File: src/rtl/core/gvst_pkg.sv
// Shared types, codes and reset values for the growable vector core.
package gvst_pkg;

   localparam int CFG_W      = 11;
   localparam int FACTOR_W   = 4;
   localparam int IDX_W      = 10;
   localparam int VALUE_W    = 32;
   localparam int CSR_ADDR_W = 4;
   localparam int CSR_DATA_W = 32;

   typedef enum logic [1:0] {
      REQ_APPEND = 2'd0,
      REQ_POP    = 2'd1,
      REQ_READ   = 2'd2,
      REQ_WRITE  = 2'd3
   } req_kind_type;

   typedef enum logic [2:0] {
      ST_OK            = 3'd0,
      ST_WRONG_DATA    = 3'd1,
      ST_OVERFLOW      = 3'd2,
      ST_ALLOC_FAIL    = 3'd3,
      ST_UNDERFLOW     = 3'd4,
      ST_OUT_OF_BOUNDS = 3'd5
   } status_type;

   // Register indexes, taken from paddr[3:2]
   localparam logic [1:0] CSR_INIT_CAP   = 2'd0;
   localparam logic [1:0] CSR_BLOCK_SIZE = 2'd1;
   localparam logic [1:0] CSR_SHRINK     = 2'd2;

   localparam logic [CFG_W-1:0]    INIT_CAP_RST   = 11'd16;
   localparam logic [CFG_W-1:0]    BLOCK_SIZE_RST = 11'd16;
   localparam logic [FACTOR_W-1:0] SHRINK_RST     = 4'd2;

   typedef struct packed {
      logic [CFG_W-1:0]    initial_capacity;
      logic [CFG_W-1:0]    block_size;
      logic [FACTOR_W-1:0] shrink_factor;
   } cfg_type;

   typedef struct packed {
      status_type status;
      logic       rd_sel;
   } meta_type;

endpackage

File: src/rtl/core/gvst_csr.sv
// Configuration register file behind the APB-style port.
module gvst_csr import gvst_pkg::*; (
   input  logic                  clock,
   input  logic                  reset,
   input  logic                  psel,
   input  logic                  penable,
   input  logic                  pwrite,
   input  logic [CSR_ADDR_W-1:0] paddr,
   input  logic [CSR_DATA_W-1:0] pwdata,
   output logic [CSR_DATA_W-1:0] prdata,
   output logic                  pready,
   output cfg_type               cfg
);

   cfg_type    cfg_ff;
   cfg_type    cfg_in;
   logic       wr_en;
   logic [1:0] reg_sel;

   assign pready  = 1'b1;
   assign wr_en   = psel && penable && pwrite && pready;
   assign reg_sel = paddr[3:2];

   always_comb begin
      cfg_in = cfg_ff;
      if (wr_en) begin
         case (reg_sel)
            CSR_INIT_CAP:   cfg_in.initial_capacity = pwdata[CFG_W-1:0];
            CSR_BLOCK_SIZE: cfg_in.block_size       = pwdata[CFG_W-1:0];
            CSR_SHRINK:     cfg_in.shrink_factor    = pwdata[FACTOR_W-1:0];
            default:        cfg_in = cfg_ff;
         endcase
      end
   end

   always_ff @(posedge clock) begin
      if (reset) begin
         cfg_ff.initial_capacity <= INIT_CAP_RST;
         cfg_ff.block_size       <= BLOCK_SIZE_RST;
         cfg_ff.shrink_factor    <= SHRINK_RST;
      end else begin
         cfg_ff <= cfg_in;
      end
   end

   always_comb begin
      case (reg_sel)
         CSR_INIT_CAP:   prdata = CSR_DATA_W'(cfg_ff.initial_capacity);
         CSR_BLOCK_SIZE: prdata = CSR_DATA_W'(cfg_ff.block_size);
         CSR_SHRINK:     prdata = CSR_DATA_W'(cfg_ff.shrink_factor);
         default:        prdata = '0;
      endcase
   end

   assign cfg = cfg_ff;

endmodule

File: config.mk
export PLATFORM = sky130hd
export DESIGN_NAME = gvst_csr
export DESIGN_NICKNAME = d
export VERILOG_FILES = /design/src/rtl/core/gvst_pkg.sv /design/src/rtl/core/gvst_csr.sv
export SDC_FILE = /design/constraint.sdc
export NUM_CORES = 1
export LEC_CHECK = 0
export BUFFER_PORTS_ARGS = -buffer_cell sky130_fd_sc_hd__buf_2
export CAP_MARGIN = 5
export CELL_PAD_IN_SITES_DETAIL_PLACEMENT = 0
export CELL_PAD_IN_SITES_GLOBAL_PLACEMENT = 1
export CORE_AREA = 2 2 75 77
export DETAILED_ROUTE_END_ITERATION = 16
export DIE_AREA = 0 0 77 79
export MAX_ROUTING_LAYER = met4
export PLACE_DENSITY_LB_ADDON = 0.1
export SYNTH_ARGS = -nofsm -noshare
export SYNTH_HDL_FRONTEND = slang
export SYNTH_SLANG_ARGS = --single-unit
export TNS_END_PERCENT = 5
File: constraint.sdc
create_clock -name clock -period 1.9 [get_ports clock]
set_clock_uncertainty 0.05 [all_clocks]
set_input_delay 0.57 -clock clock [delete_from_list [all_inputs] [get_ports clock]]
set_output_delay 0.57 -clock clock [all_outputs]
set_load 0.1 [all_outputs]
==> results of run 1 <==
==> logic make-up after synthesis <==
| logic type | synth area share (%) |
|---|---|
| other | 0.5206 |
| DFF | 36.08 |
| and+or+nand+nor | 21.77 |
| buffers and inverters | 14.57 |
| muxes | 25.67 |
| AOI/OAI and AO/OA | 1.388 |
==> cell usage after synthesis (all sizes together) (2+ instances only) <==
library cell | count | area, sq um
mux2i | 37 | 370.4
nand2b | 33 | 206.5
buf | 26 | 191.4
dfxtp | 26 | 520.5
nor2 | 12 | 45.04
clkbuf | 5 | 18.77
nand2 | 4 | 15.01
o21ai | 4 | 20.02
conb | 2 | 7.510
==> routing by layer <==
metal | vias up | part of all wire [%] | track usage (%)
li1 | 580 | - | -
met1 | 548 | 44 | 15.97
met2 | 44 | 47 | 19.21
met3 | 4 | 7.9 | 3.523
met4 | 0 | 0.78 | 3.214
met5 | - | 0 | -
==> worst max-delay path, cell delays in order <==
cell and delay [ps]:
buf_12 110, buf_6 130, mux2i_4 180, o21ai_4 140, buf_12 190
==> layout make-up <==
class / count / area [sq um]
clock buffers: 4 / 55.05
well taps: 72 / 90.09
repair buffers: 64 / 545.5
fillers: 556 / 3108
flip-flops and latches: 26 / 548.0
multi-input cells: 119 / 991.0
==> through the flow <==
stage	hold slack, ps	cell area, sq um	setup WS, ps	setup TNS (ps)	cells
6_report	443.9	2230	-56.35	-279.7	285
5_1_grt	467.4	2230	-81.54	-591.8	285
4_1_cts	447.6	2211	-66.09	-374.8	285
3_5_place_dp	423.2	2063	-188.2	-1797	281
3_3_place_gp	412.5	2063	-193.5	-1701	281
2_1_floorplan	656.2	1677	-321.1	-2452	176
==> timing repair <==
item	CTS	global route
pin swaps	3	0
buffers inserted	0	0
endpoints found under the setup margin	11	11
resized for setup	22	3
==> layout by cell type, fill, tap and decap left out, types with 2 or more instances in the layout <==
master and count:
dfxtp_1 4, nor2_1 5, mux2i_1 27, o21ai_4 4
buf_12 13, nand2b_1 33, buf_4 7, conb_1 22
buf_2 42, dfxtp_2 22, buf_6 2, nand2_2 4
mux2i_4 6, nor2_4 7, mux2i_2 4, clkbuf_8 4
==> path summary, 6_finish.rpt <==
check	endpoint	start	depth (start not counted)	slack, ps
hold reg to reg	cfg[14]	cfg[14]	2	440
setup / recovery	prdata[3]	paddr[2]	5	-60
setup reg to reg	cfg[1]	cfg[1]	2	1200
hold / removal	cfg[14]	cfg[14]	2	440
==> power by group through the flow <==
| stage | clock network, W | logic, W | registers, W |
|---|---|---|---|
| floorplan | 0 | 0.000333 | 0.000622 |
| global placement | 0 | 0.000418 | 0.000570 |
| detailed placement | 0 | 0.000420 | 0.000571 |
| CTS | 0.000374 | 0.000434 | 0.000560 |
| global route | 0.000392 | 0.000450 | 0.000561 |
| finish | 0.000358 | 0.000434 | 0.000560 |
==> flow_summary.yaml, run 1 <==
layout:
  largest_reg_flops: 26
  drive_gt1_share_pct: 54.93
  nets: 255
  syn_to_final_growth_pct: 54.55
  final_util_pct: 41.77
  antenna_cells: 0
clock_tree:
  cts_hold_buf: 0
  clockBufferDepth: 2
  numCtsBuffers: 3
  cts_tree: "yes"
  htreeDepth: 1
  cts.sinks: 26
  clkSlewWorstSetupHoldPaths_ps: 90
  cts_root_buf: "clkbuf_8"
  insertion_delay_ps: 270
setup_path:
  cp.required_ps: 1280
  worst_setup_path_start_kind: "input pin"
  end_kind: "primary output"
  cp_max_fo: 7
  worst-setup-path-type: "input pin to primary output"
  crit_arrival_ps: 1340
pwr:
  total_leakage_power_nw: 0.9914
  pwr-share-clk_pct: 26.5
  sequentialPowerShare_pct: 41.4
  intPower_w: 0.0008277
  switching_share_pct: 38.76
  p_per_area_mw_per_mm2: 606.2
  comb_power_share_pct: 32.1
  p_total_w: 0.001352
  ir_worst_vdd_mv: 0.2164
  switching_power_w: 0.0005239
run_status:
  status: "finished with violations"
  violations: "negative setup slack"
die:
  chipHeight_um: 79
  fp.dieW_um: 77
  io_pins: 100
  die_area_sq_mm: 0.006083
  start_util_pct: 27.03
  std_cell_rows: 27
  core_sq_mm: 0.005338
timing:
  fin_ws_ps: -56.35
  max-slew-margin-rel_pct: 65.07
  fin_crit_ps: 1956
  setup_viol_count_final: 11
  rsz0062_at_grt: "yes"
  finalHoldViolations: 0
  fmax_mhz: 511.2
  tightest_slew_ps: 523.9
  finalMaxSlewViolations: 0
  fin_crit_sh_pct: 103.0
place:
  dp_hpwl_um: 2709
  port_buffers: 54
  gp_congestion: 0.6297
routing:
  antenna_left: 0
  drt_iter0_markers: 23
  num_vias: 1176
  drcViolationCount: 0
  avgViaCountPerCell: 4.126
  first_pass_iters: 4
  wl_um: 3583
  wl_per_cell_um: 12.57
synthesis:
  ys_async_sr_fraction_pct: 0
  ys_seq_elements: 26
  synthFlopType: "dfxtp_1"
  syn-instance-count: 156
  synth.distinct_cells: 18
  avgSynthCellArea_sq_um: 9.248
  synth_area_sq_mm: 0.001443
  synth_edf_count: 0
  yosys_warnings: 0
  synth_seq_area_share_pct: 36.08
global_routing:
  grt_pass1_wl_um: 5920
  grt_max_degree: 39
  antenna_found_initial: 0
  grt_overflow: 0
  grt_pass1_vias: 1244
  grtUsageTotal_pct: 12.37
min_path:
  hp-class: "flip-flop to flip-flop"
run:
  maxCapViolations: 0
No activity file was read; power rests on OpenSTA's default activity.
==> inputs of run 2 (changes only) <==
--- a/config.mk
+++ b/config.mk
@@ -12,7 +12,6 @@
 export CORE_AREA = 2 2 75 77
 export DETAILED_ROUTE_END_ITERATION = 16
 export DIE_AREA = 0 0 77 79
-export MAX_ROUTING_LAYER = met4
 export PLACE_DENSITY_LB_ADDON = 0.1
 export SYNTH_ARGS = -nofsm -noshare
 export SYNTH_HDL_FRONTEND = slang
==> flow_summary.yaml, run 2 (synthesis gave the netlist of run 1 again) <==
timing:
  finalMaxSlewViolations: 0
  fin_crit_ps: 1956
  fin_ws_ps: -56.25
  tightest_slew_ps: 531.9
  fmax_mhz: 511.2
  finalHoldViolations: 0
  max-slew-margin-rel_pct: 64.54
  rsz0062_at_grt: "yes"
  setup_viol_count_final: 11
  fin_crit_sh_pct: 103.0
setup_path:
  worst_setup_path_start_kind: "input pin"
  cp.required_ps: 1280
  worstSetupStartpoint: "paddr[2]"
  r2r_slack_ps: 1190
  r2r-end: "cfg[1]"
  reg2reg_depth: 2
  worst-setup-path-type: "input pin to primary output"
  timing.rr.start: "cfg[1]"
  cp-endpoint: "prdata[3]"
  cp_max_fo: 7
  crit_arrival_ps: 1340
  end_kind: "primary output"
layout:
  final_cells: 285
  antenna_cells: 0
  final_util_pct: 41.77
  nets: 255
  final_common_cell: "buf_2"
  drive_gt1_share_pct: 54.93
  syn_to_final_growth_pct: 54.55
  final_cell_mix: "buf_2, nand2b_1, mux2i_1"
  fillers: 556
  largest_reg_flops: 26
pwr:
  comb_power_share_pct: 32.1
  total_leakage_power_nw: 0.9914
  pwr-share-clk_pct: 26.4
  switching_power_w: 0.0005238
  sequentialPowerShare_pct: 41.4
  p_per_area_mw_per_mm2: 606.1
  ir_worst_vdd_mv: 0.2163
  p_total_w: 0.001351
  intPower_w: 0.0008277
  switching_share_pct: 38.75
clock_tree:
  cts_tree: "yes"
  clockBufferDepth: 2
  htreeDepth: 1
  cts.sinks: 26
  cts_setup_buffers: 0
  clkSlewWorstSetupHoldPaths_ps: 90
  numCtsBuffers: 3
  cts_hold_buf: 0
  cts_root_buf: "clkbuf_8"
  insertion_delay_ps: 270
die:
  start_util_pct: 27.03
  io_pins: 100
  std_cell_rows: 27
  chipHeight_um: 79
  fp.dieW_um: 77
  die_area_sq_mm: 0.006083
  core_sq_mm: 0.005338
global_routing:
  grt_pass1_vias: 1242
  grt_max_degree: 39
  grt_overflow: 0
  antenna_found_initial: 0
  grtUsageTotal_pct: 11.99
  grt_pass1_wl_um: 5906
routing:
  first_pass_iters: 4
  wl_per_cell_um: 12.57
  wl_met2_um: 1657
  antenna_left: 0
  avgViaCountPerCell: 4.119
  drt-met1-wl_um: 1593
  wl_um: 3582
  highest_layer: "met4"
  num_vias: 1174
  dr_wl_met3_um: 303
  drcViolationCount: 0
  drt_iter0_markers: 19
run_status:
  status: "finished with violations"
  violations: "negative setup slack"
place:
  place_ws_ps: -188.2
  dp_hpwl_um: 2709
  port_buffers: 54
  gp_congestion: 0.6248
  place_inst: 281
min_path:
  hp-class: "flip-flop to flip-flop"
run:
  maxCapViolations: 0
run 2: cell counts in the layout (fill, tap and decap cells not counted):
Identical to the previous run, type by type.
run 2: timing repair:
item,4_1_cts,5_1_grt
gates resized for setup,22,3
setup endpoints to repair,11,11
pin swaps,3,0
run 2: power by group through the flow:
stage / registers (W) / logic [W] / clock network, W
after detailed placement: 0.000571 / 0.000420 / 0
final: 0.000560 / 0.000434 / 0.000357
after floorplan: 0.000622 / 0.000333 / 0
after global routing: 0.000561 / 0.000450 / 0.000392
after CTS: 0.000560 / 0.000434 / 0.000374
after global placement: 0.000570 / 0.000418 / 0
run 2: worst min-delay path by stage:
stage | cells past startpoint | startpoint | to
2_1_floorplan | 2 | cfg[25] | cfg[25]
3_3_place_gp | 2 | cfg[11] | cfg[11]
3_5_place_dp | 2 | cfg[11] | cfg[11]
4_1_cts | 2 | cfg[9] | cfg[9]
5_1_grt | 2 | cfg[5] | cfg[5]
6_report | 2 | cfg[14] | cfg[14]
run 2: layer usage:
metal | track usage (%) | vias up
li1 | - | 580
met1 | 15.55 | 546
met2 | 19.12 | 44
met3 | 4.091 | 4
met4 | 3.214 | 0
met5 | 0 | -
run 2: worst max-delay path, cell delays in order:
cell and delay [ps]:
buf_12 110, buf_6 130, mux2i_4 180, o21ai_4 140, buf_12 190
run 2: cell type report:
type                       instances  area (sq um)  share of cell area (%)
clock buffer                       4         55.05                   2.469
tap                               72         90.09                   4.040
timing repair buffer              64         545.5                   24.47
sequential                        26         548.0                   24.58
multi-input combinational        119         991.0                   44.44
run 2: through the flow:
stage	instance area [sq um]	setup TNS [ps]	hold WS, ps
after floorplan	1677	-2452	656.2
after global placement	2063	-1701	412.5
after detailed placement	2063	-1797	423.2
after CTS	2211	-374.8	447.6
after global routing	2230	-591.9	467.4
final	2230	-283.0	443.9
==> inputs of run 3 (changes only) <==
--- a/config.mk
+++ b/config.mk
@@ -9,9 +9,9 @@
 export CAP_MARGIN = 5
 export CELL_PAD_IN_SITES_DETAIL_PLACEMENT = 0
 export CELL_PAD_IN_SITES_GLOBAL_PLACEMENT = 1
-export CORE_AREA = 2 2 75 77
+export CORE_AREA = 3 3 76 78
 export DETAILED_ROUTE_END_ITERATION = 16
-export DIE_AREA = 0 0 77 79
+export DIE_AREA = 0 0 79 81
 export PLACE_DENSITY_LB_ADDON = 0.1
 export SYNTH_ARGS = -nofsm -noshare
 export SYNTH_HDL_FRONTEND = slang
==> flow_summary.yaml, run 3 (synthesis gave the netlist of run 1 again) <==
layout:
  syn_to_final_growth_pct: 50.56
  final_util_pct: 42.26
  drive_gt1_share_pct: 54.29
  final_cell_mix: "buf_2, nand2b_1, mux2i_1"
  final_common_cell: "buf_2"
  largest_reg_flops: 26
  antenna_cells: 0
  nets: 253
routing:
  wl_per_cell_um: 13.43
  drcViolationCount: 0
  avgViaCountPerCell: 4.186
  drt-met1-wl_um: 1510
  dr_wl_met3_um: 225
  antenna_left: 0
  num_vias: 1172
  first_pass_iters: 4
  wl_um: 3761
  wl_met2_um: 2006
  highest_layer: "met4"
  drt_iter0_markers: 41
place:
  gp_congestion: 0.7568
  dp_hpwl_um: 2811
  port_buffers: 54
  place_ws_ps: -186.1
run_status:
  status: "finished with violations"
  violations: "negative setup slack"
clock_tree:
  htreeDepth: 1
  clockBufferDepth: 2
  cts.sinks: 26
  cts_root_buf: "clkbuf_8"
  numCtsBuffers: 3
  insertion_delay_ps: 260
  cts_tree: "yes"
  clkSlewWorstSetupHoldPaths_ps: 90
setup_path:
  timing.rr.start: "cfg[1]"
  worst_setup_path_start_kind: "input pin"
  cp.required_ps: 1280
  worstSetupStartpoint: "paddr[2]"
  cp_max_fo: 6
  crit_arrival_ps: 1340
  worst-setup-path-type: "input pin to primary output"
  end_kind: "primary output"
global_routing:
  grtUsageTotal_pct: 12.14
  grt_pass1_wl_um: 6051
  grt_pass1_vias: 1237
  grt_overflow: 0
  antenna_found_initial: 0
  grt_max_degree: 39
min_path:
  hp-start: "cfg[25]"
  hp-class: "flip-flop to flip-flop"
die:
  io_pins: 100
  std_cell_rows: 26
  start_util_pct: 28.07
  die_area_sq_mm: 0.006399
  fp.dieW_um: 79
  chipHeight_um: 81
  core_sq_mm: 0.005140
pwr:
  ir_worst_vdd_mv: 0.2857
  p_per_area_mw_per_mm2: 598.8
  total_leakage_power_nw: 0.9734
timing:
  rsz0062_at_grt: "yes"
  fmax_mhz: 510.3
  fin_crit_ps: 1959
  finalHoldViolations: 0
  fin_ws_ps: -59.49
  finalMaxSlewViolations: 0
  setup_tns_ps: -312.6
  fin_crit_sh_pct: 103.1
  fin_hold_ws_ps: 444.2
  setup_viol_count_final: 10
run:
  maxCapViolations: 0
## run 3: layout make-up
type,count,area (sq um)
Fill cell,527,2968
Multi-Input combinational cell,119,947.2
Sequential cell,26,548.0
Timing Repair Buffer,62,548.0
Tap cell,70,87.58
Clock buffer,3,41.29
## run 3: power by group
group,total [W],switching (W),internal [W]
Sequential,0.000559,0.00000641,0.000552
Combinational,0.000431,0.000343,0.0000878
Clock,0.000311,0.000169,0.000142
## run 3: what timing repair did
action	4_1_cts	5_1_grt
pin swaps	4	0
gates cloned	0	0
setup endpoints to repair	11	11
setup buffers	0	0
hold buffers	0	0
endpoints found under the hold margin	0	0
gates resized for setup	17	1
## run 3: layer usage
layer  global-route usage (%)  up-vias
met5                        0        -
met4                    3.093        0
met3                    2.439        2
met2                    22.73       39
met1                    14.10      554
li1                         -      577
## run 3: path summary, 6_finish.rpt
| check | slack, ps | endpoint | cells after the start |
|---|---|---|---|
| worst min-delay path | 440 | cfg[25] | 2 |
| worst max register to register | 1200 | cfg[1] | 2 |
| worst max-delay path | -60 | prdata[2] | 5 |
| worst min register to register | 440 | cfg[25] | 2 |
## run 3: stage by stage
stage / instance area [sq um] / std cells / power (W)
final: 2172 / 280 / 0.001301
after global routing: 2172 / 280 / 0.001355
after global placement: 2071 / 277 / 0.0009902
after floorplan: 1677 / 176 / 0.0009551
after CTS: 2171 / 280 / 0.001320
after detailed placement: 2071 / 277 / 0.0009936
## run 3: worst max-delay path, cell delays in order
cell and delay (ps):
buf_12 110, buf_4 150, mux2i_2 160, o21ai_4 160, buf_12 190
