`config.mk`:
```
export PLATFORM = sky130hd
export DESIGN_NAME = gvst_ctrl
export DESIGN_NICKNAME = d
export VERILOG_FILES = /design/src/rtl/core/gvst_pkg.sv /design/src/rtl/core/gvst_ctrl.sv
export SDC_FILE = /design/constraint.sdc
export NUM_CORES = 1
export LEC_CHECK = 0
export BUFFER_PORTS_ARGS = -buffer_cell sky130_fd_sc_hd__buf_4
export CELL_PAD_IN_SITES_DETAIL_PLACEMENT = 1
export CELL_PAD_IN_SITES_GLOBAL_PLACEMENT = 1
export CORE_MARGIN = 1
export CORE_UTILIZATION = 46
export CTS_BUF_LIST = sky130_fd_sc_hd__clkbuf_8
export DETAILED_ROUTE_END_ITERATION = 10
export HOLD_SLACK_MARGIN = 0.06
export PLACE_DENSITY_LB_ADDON = 0.1
export RECOVER_POWER = 25
export SYNTH_ARGS = -nofsm -noshare
export SYNTH_HDL_FRONTEND = slang
export SYNTH_SLANG_ARGS = --single-unit
```
`constraint.sdc`:
```
create_clock -name clock -period 15.65 [get_ports clock]
set_input_delay 2.3475 -clock clock [delete_from_list [all_inputs] [get_ports clock]]
set_output_delay 2.3475 -clock clock [all_outputs]
set_load 0.05 [all_outputs]
```
`src/rtl/core/gvst_pkg.sv`:
```
// Shared types, codes and reset values for the growable vector core.
package gvst_pkg;

   localparam int CFG_W      = 11;
   localparam int FACTOR_W   = 4;
   localparam int IDX_W      = 10;
   localparam int VALUE_W    = 32;
   localparam int CSR_ADDR_W = 4;
   localparam int CSR_DATA_W = 32;

   typedef enum logic [1:0] {
      REQ_APPEND = 2'd0,
      REQ_POP    = 2'd1,
      REQ_READ   = 2'd2,
      REQ_WRITE  = 2'd3
   } req_kind_type;

   typedef enum logic [2:0] {
      ST_OK            = 3'd0,
      ST_WRONG_DATA    = 3'd1,
      ST_OVERFLOW      = 3'd2,
      ST_ALLOC_FAIL    = 3'd3,
      ST_UNDERFLOW     = 3'd4,
      ST_OUT_OF_BOUNDS = 3'd5
   } status_type;

   // Register indexes, taken from paddr[3:2]
   localparam logic [1:0] CSR_INIT_CAP   = 2'd0;
   localparam logic [1:0] CSR_BLOCK_SIZE = 2'd1;
   localparam logic [1:0] CSR_SHRINK     = 2'd2;

   localparam logic [CFG_W-1:0]    INIT_CAP_RST   = 11'd16;
   localparam logic [CFG_W-1:0]    BLOCK_SIZE_RST = 11'd16;
   localparam logic [FACTOR_W-1:0] SHRINK_RST     = 4'd2;

   typedef struct packed {
      logic [CFG_W-1:0]    initial_capacity;
      logic [CFG_W-1:0]    block_size;
      logic [FACTOR_W-1:0] shrink_factor;
   } cfg_type;

   typedef struct packed {
      status_type status;
      logic       rd_sel;
   } meta_type;

endpackage

```
`src/rtl/core/gvst_ctrl.sv`:
```
// Request decode, count and capacity registers, memory command generation.
module gvst_ctrl import gvst_pkg::*; #(
   parameter int DEPTH      = 1024,
   parameter int DATA_WIDTH = 32,
   parameter int CNT_W      = 11,
   parameter int AW         = 10
) (
   input  logic                  clock,
   input  logic                  reset,
   input  logic                  accept,
   input  cfg_type               cfg,
   input  logic [1:0]            req_kind,
   input  logic [IDX_W-1:0]      index,
   input  logic [DATA_WIDTH-1:0] val,
   output logic                  mem_en,
   output logic                  mem_we,
   output logic [AW-1:0]         mem_addr,
   output meta_type              meta,
   output logic [CNT_W-1:0]      count_next,
   output logic [CNT_W-1:0]      cap_next
);

   localparam int SUM_W  = CNT_W + 1;
   localparam int PROD_W = FACTOR_W + CFG_W;
   localparam int CMP_W  = (CNT_W > PROD_W) ? CNT_W : PROD_W;

   logic [CNT_W-1:0]    count_ff, count_in;
   logic [CNT_W-1:0]    cap_ff, cap_in;
   logic [CNT_W-1:0]    blk, init_cap, slack, idx_ext, count_dec;
   logic [SUM_W-1:0]    grown;
   logic [FACTOR_W-1:0] factor;
   logic [PROD_W-1:0]   prod;
   logic                full, val_zero, op_rd, op_wr;

   always_comb begin
      blk       = CNT_W'(cfg.block_size);
      init_cap  = CNT_W'(cfg.initial_capacity);
      full      = count_ff >= cap_ff;
      grown     = {1'b0, cap_ff} + {1'b0, blk};
      factor    = (cfg.shrink_factor == '0) ? FACTOR_W'(1) : cfg.shrink_factor;
      prod      = PROD_W'(factor) * PROD_W'(cfg.block_size);
      slack     = (cap_ff >= count_ff) ? cap_ff - count_ff : '0;
      idx_ext   = CNT_W'(index);
      count_dec = count_ff - CNT_W'(1);
      val_zero  = (val == '0);

      meta.status = ST_OK;
      meta.rd_sel = 1'b0;
      op_rd       = 1'b0;
      op_wr       = 1'b0;
      mem_addr    = count_ff[AW-1:0];
      count_in    = count_ff;
      cap_in      = cap_ff;

      case (req_kind_type'(req_kind))
         REQ_APPEND: begin
            if (val_zero) begin
               meta.status = ST_WRONG_DATA;
            end else if (full && blk == '0) begin
               meta.status = ST_OVERFLOW;
            end else if (full && grown > SUM_W'(DEPTH)) begin
               meta.status = ST_ALLOC_FAIL;
            end else if (count_ff >= CNT_W'(DEPTH)) begin
               meta.status = ST_ALLOC_FAIL;
            end else begin
               if (full) begin
                  cap_in = grown[CNT_W-1:0];
               end
               op_wr    = 1'b1;
               count_in = count_ff + CNT_W'(1);
            end
         end
         REQ_POP: begin
            mem_addr = count_dec[AW-1:0];
            if (count_ff == '0) begin
               meta.status = ST_UNDERFLOW;
            end else begin
               // shrink test sees the count before the removal
               if (init_cap < cap_ff && CMP_W'(slack) >= CMP_W'(prod)) begin
                  cap_in = cap_ff - blk;
               end
               op_rd       = 1'b1;
               meta.rd_sel = 1'b1;
               count_in    = count_dec;
            end
         end
         REQ_READ: begin
            mem_addr = idx_ext[AW-1:0];
            if (idx_ext >= count_ff) begin
               meta.status = ST_OUT_OF_BOUNDS;
            end else begin
               op_rd       = 1'b1;
               meta.rd_sel = 1'b1;
            end
         end
         REQ_WRITE: begin
            mem_addr = idx_ext[AW-1:0];
            if (val_zero) begin
               meta.status = ST_WRONG_DATA;
            end else if (idx_ext >= count_ff) begin
               meta.status = ST_OUT_OF_BOUNDS;
            end else begin
               op_wr = 1'b1;
            end
         end
         default: meta.status = ST_OK;
      endcase

      mem_en = accept && (op_rd || op_wr);
      mem_we = op_wr;
   end

   always_ff @(posedge clock) begin
      if (reset) begin
         count_ff <= '0;
         cap_ff   <= CNT_W'(INIT_CAP_RST);
      end else if (accept) begin
         count_ff <= count_in;
         cap_ff   <= cap_in;
      end
   end

   assign count_next = count_in;
   assign cap_next   = cap_in;

endmodule

```
==> load_flow_metrics.sql, run 1 <==
INSERT INTO impl_metrics (metric_group, metric, value, unit) VALUES
('global_routing', 'grt_antenna_before_repair', '0', ''),
('die', 'boundaryPins', '111', ''),
('timing', 'maxSlewHeadroom', '-82.2', '%'),
('die', 'fp.dieW', '120', 'µm'),
('global_routing', 'wire_length_of_the_first_global_routing_pass', '40800', 'µm'),
('route', 'finalWirelength', '25800', 'µm'),
('outcome', 'status', 'finished, violations left', ''),
('cells_and_area', 'post_route_cells_drive_above_1_share', '13.9', '%'),
('outcome', 'violated_checks', 'capacitance limit, slew limit', ''),
('clock_tree', 'cts_buffers', '3', ''),
('clock_tree', 'clock_root_buffer', 'sky130_fd_sc_hd__clkbuf_8', ''),
('pwr', 'cell_internal_pwr', '0.000253', 'W'),
('yosys', 'post_synth_instance_area', '0.00636', 'mm²'),
('clock_tree', 'path_clk_slew', '0.10', 'ns'),
('yosys', 'syn-num-nets', '1069', ''),
('yosys', 'asyncSetResetFlopFracSynth', '0', '%'),
('cells_and_area', 'total_nets_final', '1147', ''),
('pwr', 'fin_total_pwr', '0.000589', 'W'),
('pwr', 'power_switching_share', '57.1', '%'),
('route', 'num_vias', '7346', ''),
('worst_setup_path', 'critPathKind', 'primary input to output pin', ''),
('yosys', 'ys.flop_type', 'sky130_fd_sc_hd__dfxtp_1', ''),
('worst_setup_path', 'cp_dominant_cell_by_count', 'sky130_fd_sc_hd__fa_1', ''),
('timing', 'post-route-period-util', '67.1', '%'),
('clock_tree', 'numClockSinks', '22', ''),
('clock_tree', 'clkLatencyLatePin', '0.30', 'ns'),
('yosys', 'synth_compound_gate_area_share', '30.3', '%'),
('timing', 'final.min_clock_period', '10.51', 'ns'),
('worst_setup_path', 'reg2reg_slack', '9.81', 'ns'),
('worst_setup_path', 'crit_path_start_kind', 'primary input', ''),
('pwr', 'power.switching', '0.000336', 'W'),
('timing', 'final_count_of_pins_violating_max_slew', '58', ''),
('job', 'max_cap_viol_count', '1', ''),
('pwr', 'share_seq_of_total_power', '11.9', '%'),
('clock_tree', 'postCtsSetupBuffers', '0', ''),
('timing', 'tns', '0', 'ns'),
('clock_tree', 'cts-root-to-sink-buffers', '2', ''),
('global_routing', 'grt_util_all_layers', '36.3', '%'),
('yosys', 'post_synth_and_or_nand_nor_area_fraction', '25.0', '%'),
('die', 'die_h', '120', 'µm'),
('cells_and_area', 'top_library_cells_by_usage_in_the_layout_fill_and_taps_aside', 'sky130_fd_sc_hd__buf_4 (108), sky130_fd_sc_hd__ha_1 (87), sky130_fd_sc_hd__inv_1 (82)', ''),
('worst_setup_path', 'critPathMaxFanout', '12', ''),
('route', 'routed_wire_length_per_instance', '22.7', 'µm'),
('pwr', 'irDropWorstVdd', '0.0481', 'mV'),
('clock_tree', 'resized_after_cts', '0', ''),
('global_routing', 'number_of_global_route_vias_before_repair', '7612', ''),
('timing', 'clock_skew', '0.00370', 'ns'),
('yosys', 'yosys.cell_types.count', '75', ''),
('route', 'drt-initial-drc-count', '653', ''),
('die', 'initial_core_util', '47.6', '%'),
('worst_setup_path', 'biggest_cell_delay_along_the_critical_path', '0.79', 'ns'),
('clock_tree', 'cts_tree', 'built', ''),
('place', 'place_hpwl', '20800', 'µm'),
('pwr', 'clock_power_share', '8.5', '%'),
('yosys', 'yosys.area_share.adder', '23.9', '%'),
('timing', 'worst_slew_pin_slew', '2.73', 'ns'),
('die', 'core-area', '0.0133', 'mm²'),
('yosys', 'synth_edf_count', '0', ''),
('worst_setup_path', 'cp_cell_sequence', 'buf_4 > and2_1 > fa_1 > inv_1 > fa_1 > inv_1 > fa_1 > a211oi_1 > o21ai_1 > a21oi_1 > xor2_1 > ha_1 > nand3_1 > nand2_1 > o22ai_1 > nor4_1 > and4_1 > nand4_1 > mux2_2 > o21ai_0 > buf_4', ''),
('yosys', 'ys_warn_count', '0', ''),
('pwr', 'comb_power_share', '79.7', '%'),
('cells_and_area', 'antennaDiodeCount', '0', ''),
('timing', 'finalSetupViolations', '0', ''),
('yosys', 'postSynthAreaPerCell', '7.17', 'µm²'),
('route', 'route.detailed.drc', '0', ''),
('timing', 'rsz0062_at_grt', 'false', ''),
('clock_tree', 'cts_max_level', '1', ''),
('global_routing', 'overflow', '0', ''),
('route', 'ant_nets', '0', ''),
('timing', 'report.final.hold_viol_count', '0', ''),
('die', 'core.rowCount', '42', '');
-- registers in the layout (all words and copies together), names as in the netlist --
| signal | count |
|---|---|
| cap_ff | 11 |
| count_ff | 11 |
-- cells in the mapped netlist, drive strengths merged (18+ instances only) --
cell | count | area (µm²)
nand2 | 62 | 233
and2 | 36 | 233
nor2 | 80 | 308
nand3 | 18 | 90.1
nor3 | 19 | 95.1
xnor2 | 21 | 184
dfxtp | 22 | 440
nor4 | 18 | 128
clkbuf | 32 | 120
ha | 88 | 1100
o21ai | 49 | 245
fa | 21 | 420
a21oi | 64 | 320
a31oi | 22 | 138
inv | 82 | 308
-- power by group through the flow --
stage          logic [W]  clock network [W]  registers [W]
6_report        0.000469          0.0000498      0.0000698
4_1_cts         0.000465          0.0000493      0.0000693
3_3_place_gp    0.000442                  0      0.0000704
2_1_floorplan   0.000331                  0      0.0000647
5_1_grt         0.000511          0.0000506      0.0000701
3_5_place_dp    0.000461                  0      0.0000706
-- per-layer routing --
layer	part of all wire (%)	global-route usage, %	up-vias
li1	-	-	3403
met1	43	47.6	3596
met2	47	61.5	301
met3	7.0	4.94	46
met4	2.5	11.3	0
met5	0	0	-
-- worst max-delay path, delay by kind of cell --
kind,cells,cell delay (ns)
xor+xnor,1,0.12
simple gates,6,1.72
buf+inv,4,0.52
fa+ha+maj,4,1.84
compound gates,5,0.96
mux,1,0.62
-- final timing paths --
kind | endpoint | depth (start not counted) | startpoint
worst max-delay path | cap_next[6] | 21 | cfg[1]
worst min-delay path | count_ff[1] | 2 | count_ff[1]
worst max register to register | cap_ff[5] | 21 | count_ff[0]
worst min register to register | count_ff[1] | 2 | count_ff[1]
-- through the flow --
stage                     setup WS (ns)  hold slack [ns]  utilization [%]  cells  cell area (µm²)
after floorplan                    5.74            0.502                -    887             6360
after global placement             5.50            0.575             54.4   1136             7260
after detailed placement           5.32            0.594             54.4   1136             7260
after CTS                          5.30            0.615             54.8   1140             7310
after global routing               4.79            0.640             54.6   1140             7290
final                              5.14            0.638             54.6   1140             7290
-- final cells by class --
class                      instances  area, µm²  share of cell area [%]
multi-input combinational        743       5440                    74.6
timing repair buffer             113        830                    11.4
sequential                        22        440                    6.04
inverter                          82        308                    4.22
tap                              176        220                    3.02
clock buffer                       4       55.1                   0.755
-- kinds of logic (layout without fill, tap and decap cells) --
logic type	Yosys count	in the layout
compound gates	285	285
xor+xnor	29	29
fa+ha+maj	109	109
buf+inv	122	199
flops	22	22
mux	14	14
simple gates	306	306
No activity file was read; power rests on OpenSTA's default activity.
==> run 2: changes to the inputs <==
Settings changed: ABC_AREA set to 1, CORE_UTILIZATION 46 to 40.
Clock period 15.65 ns to 9.9 ns, I/O delays scaled along.
==> run 2 against run 1 <==
  * Register-to-register slack got worse by 5.0 ns
  * Flip-flop and latch count did not move
  * Highest routed layer unchanged
  * Largest power group unchanged
  * Wire length fell by 6.0%
  * Via count rose by 3.2%
  * Critical path depth rose by 4
  * Setup slack got worse by 3.1 ns
  * Sequential share of layout area fell by 0.12 points
  * Count of clock-buffer cells in the layout fell by 1
  * Clock skew rose by 0.0028 ns
  * The run now ends clean
  * Clock power rose by 78%
  * Largest cell class unchanged
==> load_flow_metrics.sql, run 2 <==
INSERT INTO impl_metrics (metric_group, metric, value, unit) VALUES
('pwr', 'share_seq_of_total_power', '13.0', '%'),
('timing', 'worst_slew_pin_slew', '0.960', 'ns'),
('timing', 'finalSetupViolations', '0', ''),
('pwr', 'power_switching_share', '57.2', '%'),
('die', 'die_h', '129', 'µm'),
('yosys', 'ys.flop_type', 'sky130_fd_sc_hd__dfxtp_1', ''),
('timing', 'clock_skew', '0.00653', 'ns'),
('clock_tree', 'cts_tree', 'built', ''),
('pwr', 'cell_internal_pwr', '0.000376', 'W'),
('worst_setup_path', 'cp_dominant_cell_by_count', 'sky130_fd_sc_hd__nand2_1', ''),
('worst_setup_path', 'critPathKind', 'primary input to output pin', ''),
('yosys', 'yosys.cell_types.count', '49', ''),
('yosys', 'post_synth_instance_area', '0.00647', 'mm²'),
('place', 'io_buffers', '110', ''),
('pwr', 'comb_power_share', '76.9', '%'),
('cells_and_area', 'multi_input_area', '0.00506', 'mm²'),
('clock_tree', 'path_clk_slew', '0.09', 'ns'),
('timing', 'report.final.hold_viol_count', '0', ''),
('yosys', 'synthTopCellsByArea', 'sky130_fd_sc_hd__nand2_1 (17%), sky130_fd_sc_hd__ha_1 (17%), sky130_fd_sc_hd__inv_1 (11%)', ''),
('global_routing', 'overflow', '0', ''),
('cells_and_area', 'area_growth_syn_to_layout', '14.9', '%'),
('cells_and_area', 'reg_top3', 'cap_ff x11, count_ff x11', ''),
('yosys', 'syn-instance-count', '1117', ''),
('yosys', 'post-synth-top-count-cell', 'sky130_fd_sc_hd__nand2_1', ''),
('route', 'routed_wire_length_per_instance', '17.1', 'µm'),
('pwr', 'power_per_cell_area', '118', 'mW/mm²'),
('place', 'placedCellCount', '1413', ''),
('route', 'finalWirelength', '24300', 'µm'),
('yosys', 'syn-num-nets', '1299', ''),
('global_routing', 'wire_length_of_the_first_global_routing_pass', '38900', 'µm'),
('cells_and_area', 'total_nets_final', '1384', ''),
('global_routing', 'number_of_global_route_vias_before_repair', '7483', ''),
('pwr', 'power.leakage', '4.29', 'nW'),
('die', 'boundaryPins', '111', ''),
('clock_tree', 'clkLatencyLatePin', '0.28', 'ns'),
('worst_setup_path', 'critPathMaxFanout', '12', ''),
('timing', 'maxSlewHeadroom', '36.0', '%'),
('cells_and_area', 'post_route_cells_drive_above_1_share', '11.2', '%'),
('timing', 'achievable-frequency', '127', 'MHz'),
('die', 'dieArea', '0.0167', 'mm²'),
('timing', 'post-route-period-util', '79.3', '%'),
('timing', 'tns', '0', 'ns'),
('worst_setup_path', 'crit_path_start_kind', 'primary input', ''),
('clock_tree', 'resized_after_cts', '0', ''),
('place', 'place_hpwl', '20200', 'µm'),
('timing', 'final.min_clock_period', '7.85', 'ns'),
('clock_tree', 'cts_hold_buf', '0', ''),
('min_path', 'min_path_type', 'register to register', ''),
('cells_and_area', 'count_of_fill_cells_added_during_filler_insertion', '2261', ''),
('outcome', 'status', 'completed', ''),
('cells_and_area', 'top_library_cells_by_usage_in_the_layout_fill_and_taps_aside', 'sky130_fd_sc_hd__nand2_1 (299), sky130_fd_sc_hd__inv_1 (196), sky130_fd_sc_hd__buf_4 (108)', ''),
('job', 'max_cap_viol_count', '0', ''),
('yosys', 'xor_and_xnor_area_share_after_synthesis', '4.06', '%'),
('place', 'detailedPlace.worstSlack', '2.10', 'ns'),
('route', 'ant_nets', '0', ''),
('yosys', 'post_synth_and_or_nand_nor_area_fraction', '37.1', '%'),
('pwr', 'irDropWorstVdd', '0.0822', 'mV'),
('yosys', 'synth.area.mux_share', '0', '%'),
('cells_and_area', 'most_common_cell_after_layout_fill_and_taps_aside', 'sky130_fd_sc_hd__nand2_1', ''),
('worst_setup_path', 'endpoint_required_time_on_the_critical_path', '8.42', 'ns'),
('route', 'dr.pass1.iters', '4', ''),
('yosys', 'synth_compound_gate_area_share', '13.9', '%'),
('yosys', 'synthTopCellsByCount', 'sky130_fd_sc_hd__nand2_1 (297), sky130_fd_sc_hd__inv_1 (194), sky130_fd_sc_hd__nor2_1 (96)', ''),
('worst_setup_path', 'buffering_stage_count_on_the_worst_path_with_inverters_included', '5', ''),
('route', 'route.detailed.drc', '0', ''),
('yosys', 'synth_edf_count', '0', ''),
('yosys', 'yosys.area_share.adder', '23.5', '%'),
('clock_tree', 'postCtsSetupBuffers', '0', ''),
('die', 'core.rowCount', '46', ''),
('die', 'core-area', '0.0158', 'mm²'),
('worst_setup_path', 'crit_path_top_delay_cell', 'sky130_fd_sc_hd__fa_1', ''),
('clock_tree', 'cts_max_level', '1', ''),
('worst_setup_path', 'biggest_cell_delay_along_the_critical_path', '0.53', 'ns'),
('timing', 'final_count_of_pins_violating_max_slew', '0', ''),
('yosys', 'asyncSetResetFlopFracSynth', '0', '%'),
('yosys', 'synth_sequential_area_ratio', '6.80', '%'),
('worst_setup_path', 'crit_arrival', '6.36', 'ns'),
('worst_setup_path', 'cpLargestDelayFamily', 'adder cells', ''),
('die', 'fp.dieW', '129', 'µm'),
('yosys', 'ys_warn_count', '0', ''),
('place', 'place_congestion', '0.935', ''),
('clock_tree', 'cts-root-to-sink-buffers', '2', ''),
('yosys', 'yosysTopAreaCell', 'sky130_fd_sc_hd__nand2_1', ''),
('timing', 'finalWorstSetupSlack', '2.05', 'ns'),
('yosys', 'synth_top_area_share', '17.2', '%'),
('pwr', 'clock_power_share', '10.1', '%'),
('worst_setup_path', 'critical_path.endpoint_type', 'output pin', ''),
('die', 'initial_core_util', '40.9', '%'),
('pwr', 'power.switching', '0.000503', 'W'),
('clock_tree', 'cts_buffers', '3', ''),
('clock_tree', 'numClockSinks', '22', ''),
('yosys', 'postSynthAreaPerCell', '5.80', 'µm²'),
('clock_tree', 'clock_root_buffer', 'sky130_fd_sc_hd__clkbuf_8', ''),
('timing', 'rsz0062_at_grt', 'false', ''),
('cells_and_area', 'regArea', '440', 'µm²'),
('global_routing', 'grt_antenna_before_repair', '0', ''),
('cells_and_area', 'finalNonFillerCells', '1417', ''),
('route', 'routed_via_density', '5.35', ''),
('route', 'drt-initial-drc-count', '347', ''),
('global_routing', 'grt_start_max_net_pins', '31', ''),
('global_routing', 'grt_util_all_layers', '29.9', '%'),
('yosys', 'synth_seq_cells', '22', ''),
('cells_and_area', 'antennaDiodeCount', '0', ''),
('yosys', 'synth_top_family_by_area', 'simple AND/OR/NAND/NOR gates', ''),
('route', 'num_vias', '7579', '');
==> run 2: cell types whose count changed in the layout (fill, tap and decap cells not counted), moves of 18 or more <==
cell | before | now
sky130_fd_sc_hd__inv_1 | 82 | 196
sky130_fd_sc_hd__a21oi_1 | 64 | 91
sky130_fd_sc_hd__a31oi_1 | 22 | 4
sky130_fd_sc_hd__nand3_1 | 18 | 93
sky130_fd_sc_hd__and2_1 | 33 | 0
sky130_fd_sc_hd__nand2_1 | 62 | 299
==> run 2: worst register-to-register path: stages (launching register included) <==
cell                       delay (ns)
sky130_fd_sc_hd__dfxtp_1         0.38
sky130_fd_sc_hd__inv_1           0.50
sky130_fd_sc_hd__ha_1            0.41
sky130_fd_sc_hd__nand2_1         0.11
sky130_fd_sc_hd__nor2_1          0.05
sky130_fd_sc_hd__nor3_1          0.17
sky130_fd_sc_hd__nand3_2         0.14
sky130_fd_sc_hd__nor2_1          0.57
sky130_fd_sc_hd__nor2_1          0.16
sky130_fd_sc_hd__ha_1            0.35
sky130_fd_sc_hd__nand2_1         0.07
sky130_fd_sc_hd__o21ai_0         0.18
sky130_fd_sc_hd__a21o_1          0.10
sky130_fd_sc_hd__nand2_1         0.04
sky130_fd_sc_hd__nand3b_1        0.07
sky130_fd_sc_hd__a21oi_1         0.06
sky130_fd_sc_hd__nor2_1          0.49
sky130_fd_sc_hd__nand2_1         0.47
sky130_fd_sc_hd__o21ai_2         0.25
sky130_fd_sc_hd__nand2_1         0.08
sky130_fd_sc_hd__nand2_1         0.08
sky130_fd_sc_hd__nand3_1         0.09
sky130_fd_sc_hd__nand2_1         0.08
sky130_fd_sc_hd__inv_1           0.04
==> run 2: worst paths after layout <==
kind,from,endpoint,slack [ns],depth (start not counted)
max,cfg[3],cap_next[1],2.05,25
min,count_ff[5],count_ff[5],0.63,2
max reg2reg,count_ff[10],cap_ff[1],4.85,23
min reg2reg,count_ff[5],count_ff[5],0.63,2
==> run 2: kinds of logic (layout without fill, tap and decap cells) <==
family | Yosys count | in the layout
adder cells (fa/ha/maj) | 109 | 109
buffers and inverters | 236 | 320
flip-flops | 22 | 22
AO/OA/AOI/OAI | 166 | 166
AND/OR/NAND/NOR | 554 | 554
XOR/XNOR | 30 | 30
==> run 2: routing by layer <==
layer	GRT usage, %	share of wire [%]	wire [µm]	up-vias
met5	0	0	0	-
met4	12.0	3.9	947	0
met3	3.01	4.0	972	45
met2	52.6	47	11500	181
met1	37.3	45	10900	3597
li1	-	-	-	3756
==> run 2: power by group through the flow <==
stage          combinational (W)  clock [W]  sequential (W)
5_1_grt                 0.000761  0.0000928        0.000115
3_5_place_dp            0.000682          0        0.000116
4_1_cts                 0.000685  0.0000905        0.000114
6_report                0.000677  0.0000887        0.000114
2_1_floorplan           0.000497          0        0.000105
3_3_place_gp            0.000663          0        0.000116
==> run 2: area by class of cell <==
cell class              instances  area share (%)
well taps                     216            3.63
clock inverters                 1           0.404
repair buffers                113            11.2
clock buffers                   3           0.555
inverters                     203            10.3
flip-flops and latches         22            5.92
multi-input cells             859            68.1
==> run 2: through the flow <==
stage	utilization, %	hold WS [ns]	total power (W)	area, µm²
floorplan	-	0.520	0.000601	6470
global placement	46.8	0.566	0.000779	7410
detailed placement	46.8	0.594	0.000798	7410
CTS	47.2	0.615	0.000890	7480
global route	47.0	0.659	0.000969	7440
finish	47.0	0.626	0.000880	7440
